===== config.mk =====
export PLATFORM = sky130hd
export DESIGN_NAME = pgmo_ctrl
export DESIGN_NICKNAME = d
export VERILOG_FILES = /design/src/rtl/core/pixel_gradient_magnitude_orientation_core_assert.svh /design/src/rtl/core/pgmo_pkg.sv /design/src/rtl/core/pgmo_ctrl.sv
export SDC_FILE = /design/constraint.sdc
export NUM_CORES = 1
export LEC_CHECK = 0
export BUFFER_PORTS_ARGS = -buffer_cell sky130_fd_sc_hd__buf_4
export CAP_MARGIN = 40
export CORE_AREA = 2 2 51 53
export DETAILED_ROUTE_END_ITERATION = 8
export DIE_AREA = 0 0 53 55
export PLACE_DENSITY = 0.66
export SLEW_MARGIN = 0
export SYNTH_ARGS = -nofsm -noshare
export SYNTH_HDL_FRONTEND = slang
export SYNTH_SLANG_ARGS = --single-unit

===== constraint.sdc =====
create_clock -name clock -period 3.9 [get_ports clock]
set_input_delay 0.39 -clock clock [delete_from_list [all_inputs] [get_ports clock]]
set_output_delay 0.39 -clock clock [all_outputs]
set_load 0.01 [all_outputs]

===== src/rtl/core/pixel_gradient_magnitude_orientation_core_assert.svh =====
// Assertion macros for the gradient magnitude and orientation core
`ifndef PIXEL_GRADIENT_MAGNITUDE_ORIENTATION_CORE_ASSERT_SVH
`define PIXEL_GRADIENT_MAGNITUDE_ORIENTATION_CORE_ASSERT_SVH

// same-cycle implication
`define PGMO_ASSERT_NOW(label, clk, rst, ante, cons, msg) \
   label: assert property (@(posedge clk) disable iff (rst) (ante) |-> (cons)) \
      else $error(msg);

// next-cycle implication
`define PGMO_ASSERT_NEXT(label, clk, rst, ante, cons, msg) \
   label: assert property (@(posedge clk) disable iff (rst) (ante) |=> (cons)) \
      else $error(msg);

`endif


===== src/rtl/core/pgmo_pkg.sv =====
// Shared types, constants and control structs of the gradient core
package pgmo_pkg;

   localparam int MAX_WIDTH  = 1024;
   localparam int PIX_W      = 8;
   localparam int COL_W      = 10;
   localparam int ROW_W      = 12;
   localparam int CFG_W_W    = 11;
   localparam int CFG_H_W    = 12;
   localparam int CSR_DATA_W = 12;
   localparam int CSR_IDX_W  = 1;
   localparam int MAG_W      = 13;
   localparam int ORI_W      = 16;
   localparam int FRAC       = 44;
   localparam int TERM_W     = 44;
   localparam int PROD_W     = 54;
   localparam int ANG_W      = 46;
   localparam int ARG_W      = 10;
   localparam int N_W        = 8;
   localparam int DIV_W      = 64;
   localparam int DIV_CNT_W  = 6;
   localparam int SQ_W       = 26;
   localparam int K_W        = 14;

   localparam logic [CSR_IDX_W-1:0] REG_IMAGE_WIDTH  = 1'b0;
   localparam logic [CSR_IDX_W-1:0] REG_IMAGE_HEIGHT = 1'b1;

   localparam logic [CFG_W_W-1:0] WIDTH_RESET  = 11'd1024;
   localparam logic [CFG_H_W-1:0] HEIGHT_RESET = 12'd4095;
   localparam logic [CFG_W_W-1:0] WIDTH_MIN    = 11'd3;
   localparam logic [CFG_W_W-1:0] WIDTH_MAX    = 11'd1024;
   localparam logic [CFG_H_W-1:0] HEIGHT_MIN   = 12'd3;
   localparam logic [N_W-1:0]     N_MAX        = 8'd200;

   localparam logic [ORI_W-1:0] ORI_HALF    = 16'd32768;
   localparam logic [ORI_W-1:0] ORI_QUARTER = 16'd16384;
   localparam logic [ORI_W-1:0] ORI_EIGHTH  = 16'd8192;

   localparam logic [ARG_W-1:0] PI_P     = 10'd1;
   localparam logic [ARG_W-1:0] PI_Q_A   = 10'd5;
   localparam logic [ARG_W-1:0] PI_Q_B   = 10'd239;

   typedef logic [DIV_W-1:0]  div_word_type;
   typedef logic [TERM_W-1:0] term_type;
   typedef logic [PROD_W-1:0] prod_type;
   typedef logic [ANG_W-1:0]  ang_type;
   typedef logic [ORI_W-1:0]  ori_type;

   typedef enum logic [4:0] {
      ST_PI_A, ST_PI_B, ST_TERM0, ST_CHECK, ST_MUL, ST_SCALE, ST_DIVW,
      ST_SER_END, ST_KDIV, ST_IDLE, ST_READ_A, ST_READ_B, ST_READ_C,
      ST_DECIDE, ST_RES_PREP, ST_EMIT, ST_FINISH
   } state_type;

   typedef enum logic [1:0] {DIV_TERM0, DIV_ADD, DIV_SCALE, DIV_K} div_op_type;
   typedef enum logic [1:0] {JOB_PI5, JOB_PI239, JOB_OCT} job_type;
   typedef enum logic [1:0] {ARG_NONE, ARG_PI5, ARG_PI239} argsel_type;

   typedef struct packed {
      logic       accept;
      argsel_type arg;
      logic       div_start;
      div_op_type div_op;
      logic       mul;
      logic       n_inc;
      logic       ser_end;
      job_type    job;
      logic       rd_b;
      logic       cap_a;
      logic       cap_b;
      logic       setup;
      logic       second;
      logic       load_out;
      logic       finish;
   } cmd_type;

   typedef struct packed {
      logic has_first;
      logic has_second;
      logic special;
      logic term_zero;
      logic n_max;
      logic div_done;
      logic div_busy;
      logic sqrt_done;
      logic out_free;
   } sts_type;

endpackage


===== src/rtl/core/pgmo_ctrl.sv =====
// Sequencer: pixel intake, buffer reads, arctangent series and result hand-off
module pgmo_ctrl (
   input  logic              clock,
   input  logic              reset,
   input  logic              req_valid,
   output logic              req_ready,
   input  pgmo_pkg::sts_type sts,
   output pgmo_pkg::cmd_type cmd
);
   pgmo_pkg::state_type  state_ff, state_in;
   pgmo_pkg::job_type    job_ff, job_in;
   pgmo_pkg::div_op_type op_ff, op_in;
   logic                 scale2_ff, scale2_in;
   logic                 second_ff, second_in;

   always_ff @(posedge clock) begin
      if (reset) begin
         state_ff  <= pgmo_pkg::ST_PI_A;
         job_ff    <= pgmo_pkg::JOB_PI5;
         op_ff     <= pgmo_pkg::DIV_TERM0;
         scale2_ff <= 1'b0;
         second_ff <= 1'b0;
      end else begin
         state_ff  <= state_in;
         job_ff    <= job_in;
         op_ff     <= op_in;
         scale2_ff <= scale2_in;
         second_ff <= second_in;
      end
   end

   always_comb begin
      state_in  = state_ff;
      job_in    = job_ff;
      op_in     = op_ff;
      scale2_in = scale2_ff;
      second_in = second_ff;
      cmd       = '0;
      cmd.job   = job_ff;
      req_ready = 1'b0;
      case (state_ff)
         pgmo_pkg::ST_PI_A: begin
            cmd.arg  = pgmo_pkg::ARG_PI5;
            job_in   = pgmo_pkg::JOB_PI5;
            state_in = pgmo_pkg::ST_TERM0;
         end
         pgmo_pkg::ST_PI_B: begin
            cmd.arg  = pgmo_pkg::ARG_PI239;
            job_in   = pgmo_pkg::JOB_PI239;
            state_in = pgmo_pkg::ST_TERM0;
         end
         pgmo_pkg::ST_TERM0: begin
            cmd.div_start = 1'b1;
            cmd.div_op    = pgmo_pkg::DIV_TERM0;
            op_in         = pgmo_pkg::DIV_TERM0;
            scale2_in     = 1'b0;
            state_in      = pgmo_pkg::ST_DIVW;
         end
         pgmo_pkg::ST_CHECK: begin
            if (sts.term_zero || sts.n_max) begin
               state_in = pgmo_pkg::ST_SER_END;
            end else begin
               cmd.div_start = 1'b1;
               cmd.div_op    = pgmo_pkg::DIV_ADD;
               op_in         = pgmo_pkg::DIV_ADD;
               state_in      = pgmo_pkg::ST_DIVW;
            end
         end
         pgmo_pkg::ST_MUL: begin
            cmd.mul  = 1'b1;
            state_in = pgmo_pkg::ST_SCALE;
         end
         pgmo_pkg::ST_SCALE: begin
            cmd.div_start = 1'b1;
            cmd.div_op    = pgmo_pkg::DIV_SCALE;
            op_in         = pgmo_pkg::DIV_SCALE;
            state_in      = pgmo_pkg::ST_DIVW;
         end
         pgmo_pkg::ST_DIVW: begin
            if (sts.div_done) begin
               case (op_ff)
                  pgmo_pkg::DIV_TERM0: state_in = pgmo_pkg::ST_CHECK;
                  pgmo_pkg::DIV_ADD:   state_in = pgmo_pkg::ST_MUL;
                  pgmo_pkg::DIV_SCALE: begin
                     if (scale2_ff) begin
                        scale2_in = 1'b0;
                        cmd.n_inc = 1'b1;
                        state_in  = pgmo_pkg::ST_CHECK;
                     end else begin
                        scale2_in = 1'b1;
                        state_in  = pgmo_pkg::ST_MUL;
                     end
                  end
                  pgmo_pkg::DIV_K:     state_in = pgmo_pkg::ST_EMIT;
                  default:             state_in = pgmo_pkg::ST_IDLE;
               endcase
            end
         end
         pgmo_pkg::ST_SER_END: begin
            cmd.ser_end = 1'b1;
            case (job_ff)
               pgmo_pkg::JOB_PI5:   state_in = pgmo_pkg::ST_PI_B;
               pgmo_pkg::JOB_PI239: state_in = pgmo_pkg::ST_IDLE;
               pgmo_pkg::JOB_OCT:   state_in = pgmo_pkg::ST_KDIV;
               default:             state_in = pgmo_pkg::ST_IDLE;
            endcase
         end
         pgmo_pkg::ST_KDIV: begin
            cmd.div_start = 1'b1;
            cmd.div_op    = pgmo_pkg::DIV_K;
            op_in         = pgmo_pkg::DIV_K;
            state_in      = pgmo_pkg::ST_DIVW;
         end
         pgmo_pkg::ST_IDLE: begin
            req_ready = 1'b1;
            if (req_valid) begin
               cmd.accept = 1'b1;
               state_in   = pgmo_pkg::ST_READ_A;
            end
         end
         pgmo_pkg::ST_READ_A: state_in = pgmo_pkg::ST_READ_B;
         pgmo_pkg::ST_READ_B: begin
            cmd.rd_b  = 1'b1;
            cmd.cap_a = 1'b1;
            state_in  = pgmo_pkg::ST_READ_C;
         end
         pgmo_pkg::ST_READ_C: begin
            cmd.cap_b = 1'b1;
            state_in  = pgmo_pkg::ST_DECIDE;
         end
         pgmo_pkg::ST_DECIDE: begin
            if (sts.has_first) begin
               cmd.setup = 1'b1;
               second_in = 1'b0;
               state_in  = pgmo_pkg::ST_RES_PREP;
            end else if (sts.has_second) begin
               cmd.setup  = 1'b1;
               cmd.second = 1'b1;
               second_in  = 1'b1;
               state_in   = pgmo_pkg::ST_RES_PREP;
            end else begin
               state_in = pgmo_pkg::ST_FINISH;
            end
         end
         pgmo_pkg::ST_RES_PREP: begin
            if (sts.special) begin
               state_in = pgmo_pkg::ST_EMIT;
            end else begin
               job_in   = pgmo_pkg::JOB_OCT;
               state_in = pgmo_pkg::ST_TERM0;
            end
         end
         pgmo_pkg::ST_EMIT: begin
            if (sts.sqrt_done && sts.out_free) begin
               cmd.load_out = 1'b1;
               if (!second_ff && sts.has_second) begin
                  cmd.setup  = 1'b1;
                  cmd.second = 1'b1;
                  second_in  = 1'b1;
                  state_in   = pgmo_pkg::ST_RES_PREP;
               end else begin
                  state_in = pgmo_pkg::ST_FINISH;
               end
            end
         end
         pgmo_pkg::ST_FINISH: begin
            cmd.finish = 1'b1;
            state_in   = pgmo_pkg::ST_IDLE;
         end
         default: state_in = pgmo_pkg::ST_IDLE;
      endcase
   end
endmodule


==> run metrics <==
CP max FO=25; Data arrival, critical path=2.24 ns; fraction of power consumed by sequential logic=0.388; worst vdd ir=between 150 and 200 µV; global placer's final weighted congestion=0.826; share of final-layout standard cells stronger than drive strength 1=0.265; combinational cell fraction of total power=0.437; wire length of the first global-routing pass=around 4.5 mm; count of different cell masters after synthesis=47; Final ANT Viol Nets=0; Sinks on Clock Net=11; top sig layer=met4; mean cell area of the mapped netlist=between 6 and 7 µm²; element type at the critical path end=output port; Post-Route Skew=around 0.0015 ns; max-cap violation count=0; remaining design rule violation count=0; endpoint required time on the critical path=between 3 and 4 ns; portion of synthesized cell area occupied by the leading cell type=0.215; Crit Path Class=flop to output port; worst rel slew slack=0.472; Routed met1 length=between 1 and 1.5 mm; register-to-register path setup slack=around 1.8 ns; Cell Pwr Density=396 nW/µm²; CTS HTree Levels=1; wire per inst=14.0 µm; leakage power summed over all cells=0.493 nW; number of cell instances on the worst register-to-register path=5; count of warnings emitted by yosys=0; cell types with the highest counts after synthesis=sky130_fd_sc_hd__nor2_1 (22), sky130_fd_sc_hd__nor3_1 (12), sky130_fd_sc_hd__dfxtp_1 (11); final cell utilization of the core=0.528; total via count after detailed routing=1144; Final period util=0.676; min setup slack post-route=between 1 and 1.5 ns; flops & latches, synth=11; wire length on met2=between 1 and 1.5 mm; Chip Width=53 µm; net switching fraction of the power=0.448; post-cts resize count=0; number of iterations in the first detailed-routing pass=4; post-synthesis sequential area ratio=0.215; Diodes inserted=0; maximum number of pins on one net before global-route repair=26; CP startpoint kind=flop; final HPWL from detailed placement=around 2.1 mm; Period minus WS final=roughly 2.6 ns; Final Setup Violations=0; IO Count=31; cell count of the worst hold path=2; highest clock rate=around 380 MHz; number of instances in the synthesized netlist=around 150; number of nets in the final layout=183; number of global-route vias before repair=between 900 and 1000; Iteration-0 DRC Markers=27; transition time at the pin with the least slew margin=roughly 0.8 ns; unrepaired setup endpoints after global routing=false; core box area=2360 µm²; number of buffers created by CTS=3; worst-skew pair later-pin latency=0.27 ns; met3 layer wire length in the routed design=106 µm; total grt overflow=0; post-CTS setup buffer count=0; site row count=18; Placement Setup Slack=1.59 ns; number of antenna violations at the first check in global routing=0; Main synth FF type=sky130_fd_sc_hd__dfxtp_1; starting density of the core=0.432; number of buffer cells added on primary ports=29; fill cell instance count of the final layout=around 260; number of flops mapped to enable cells by yosys=0; Area Overhead vs Synth=22.0%; number of buffers between clock root and the deepest sink=2; most frequent cell after synthesis=sky130_fd_sc_hd__nor2_1; CTS tree=yes; endpoint of the lowest-slack register-to-register path=state_ff[0]; Crit Reg-Reg Startpoint=state_ff[1]; Mapped Nets=159; clock network power share=0.175; most area-hungry cell type in the Yosys netlist=sky130_fd_sc_hd__dfxtp_1; Cell Area, Synth=~1000 µm²; status=finished clean; NetSw=between 0.0002 and 0.00025 W; Reg clk slew, reported paths=~0.090 ns; root buffer cell=sky130_fd_sc_hd__clkbuf_4; Hold Crit Start=sts[8]; die area=about 2900 µm²; drt via density=5.72; Setup TNS=0 ns; Async SR Flop Fraction=0; Die H=roughly 55 µm; max-slew violation total from the final report=0; GRT Resource Usage Total=0.208; Synth area leaders=sky130_fd_sc_hd__dfxtp_1 (22%), sky130_fd_sc_hd__nor2_1 (8.1%), sky130_fd_sc_hd__nor3_1 (5.9%); classification of the worst-slack hold path=input pin to flop; internal power of the cells=between 0.0002 and 0.0003 W; Hold Vio Cnt, Final=0; number of hold buffers added after cts=0; overall routed net length=~2.8 mm; destination of the worst hold path=second_ff
-- layout by cell type, fill, tap and decap left out, types with 2 or more instances in the layout --
| master | synthesis | layout |
|---|---|---|
| sky130_fd_sc_hd__nand2b_1 | 5 | 5 |
| sky130_fd_sc_hd__dfxtp_1 | 11 | 11 |
| sky130_fd_sc_hd__nor2_1 | 22 | 22 |
| sky130_fd_sc_hd__a21oi_1 | 10 | 10 |
| sky130_fd_sc_hd__clkbuf_4 | 0 | 3 |
| sky130_fd_sc_hd__nor3_2 | 3 | 3 |
| sky130_fd_sc_hd__inv_1 | 4 | 4 |
| sky130_fd_sc_hd__nand3_1 | 4 | 4 |
| sky130_fd_sc_hd__mux2i_1 | 2 | 2 |
| sky130_fd_sc_hd__o21ai_0 | 7 | 7 |
| sky130_fd_sc_hd__nor2b_1 | 6 | 6 |
| sky130_fd_sc_hd__inv_2 | 2 | 2 |
| sky130_fd_sc_hd__nand2_1 | 10 | 10 |
| sky130_fd_sc_hd__o21ai_1 | 4 | 4 |
| sky130_fd_sc_hd__o22ai_1 | 2 | 2 |
| sky130_fd_sc_hd__nor4_1 | 2 | 2 |
| sky130_fd_sc_hd__buf_4 | 3 | 29 |
| sky130_fd_sc_hd__a31oi_1 | 4 | 4 |
| sky130_fd_sc_hd__nor3_1 | 12 | 12 |
-- state kept, by name, summed over array words and instances, names as in the netlist --
| name | flops |
|---|---|
| state_ff | 5 |
| op_ff | 2 |
| scale2_ff | 1 |
| second_ff | 1 |
| job_ff | 2 |
-- critical path, cell delays in order (launching register included) --
cell and delay [ns]:
sky130_fd_sc_hd__dfxtp_1 0.84, sky130_fd_sc_hd__nand2_1 0.38, sky130_fd_sc_hd__nor4_1 0.43, sky130_fd_sc_hd__nor2_1 0.09, sky130_fd_sc_hd__nor2_1 0.09, sky130_fd_sc_hd__buf_4 0.12
-- power by group through the flow --
stage               Sequential, W   Clock, W  Combinational, W
finish                   0.000192  0.0000865          0.000216
global route             0.000198  0.0000903          0.000241
CTS                      0.000191  0.0000854          0.000217
detailed placement       0.000194          0          0.000216
global placement         0.000193          0          0.000213
floorplan                0.000148          0          0.000197
-- logic make-up (layout without fill, tap and decap cells) --
logic type      Yosys count  after routing  share of synthesized area
simple gates             76             76                      0.399
compound gates           42             42                      0.289
buf+inv                  16             39                     0.0771
flops                    11             11                      0.215
mux                       2              2                     0.0196
-- layer usage --
layer  vias up  GRT usage
li1        580          -
met1       529      0.280
met2        33      0.350
met3         2    0.00806
met4         0     0.0897
met5         -          0
-- area by class of cell --
| cell class | count | area [µm²] | area share |
|---|---|---|---|
| Clock buffer | 4 | 26.3 | 0.0211 |
| Multi-Input combinational cell | 120 | 723 | 0.580 |
| Sequential cell | 11 | 220 | 0.177 |
| Inverter | 6 | 22.5 | 0.0181 |
| Tap cell | 30 | 37.5 | 0.0301 |
| Timing Repair Buffer | 29 | 218 | 0.175 |
-- metrics by stage --
step / hold slack (ns) / total power, W / instances / cell area [µm²]
6_report: 0.343 / 0.000494 / 200 / 1250
5_1_grt: 0.363 / 0.000529 / 200 / 1250
4_1_cts: 0.348 / 0.000493 / 200 / 1250
3_5_place_dp: 0.509 / 0.000410 / 196 / 1220
3_3_place_gp: 0.498 / 0.000406 / 196 / 1220
2_1_floorplan: 0.467 / 0.000345 / 147 / 1020
-- how the worst max path moves through the flow --
stage | start | end | cells past startpoint
after detailed placement | state_ff[1] | cmd[2] | 5
final | state_ff[1] | cmd[2] | 5
after global placement | state_ff[1] | cmd[2] | 5
after floorplan | state_ff[2] | cmd[0] | 4
after CTS | state_ff[1] | cmd[2] | 5
after global routing | state_ff[1] | cmd[3] | 5
(Power assumes the default switching activity.)
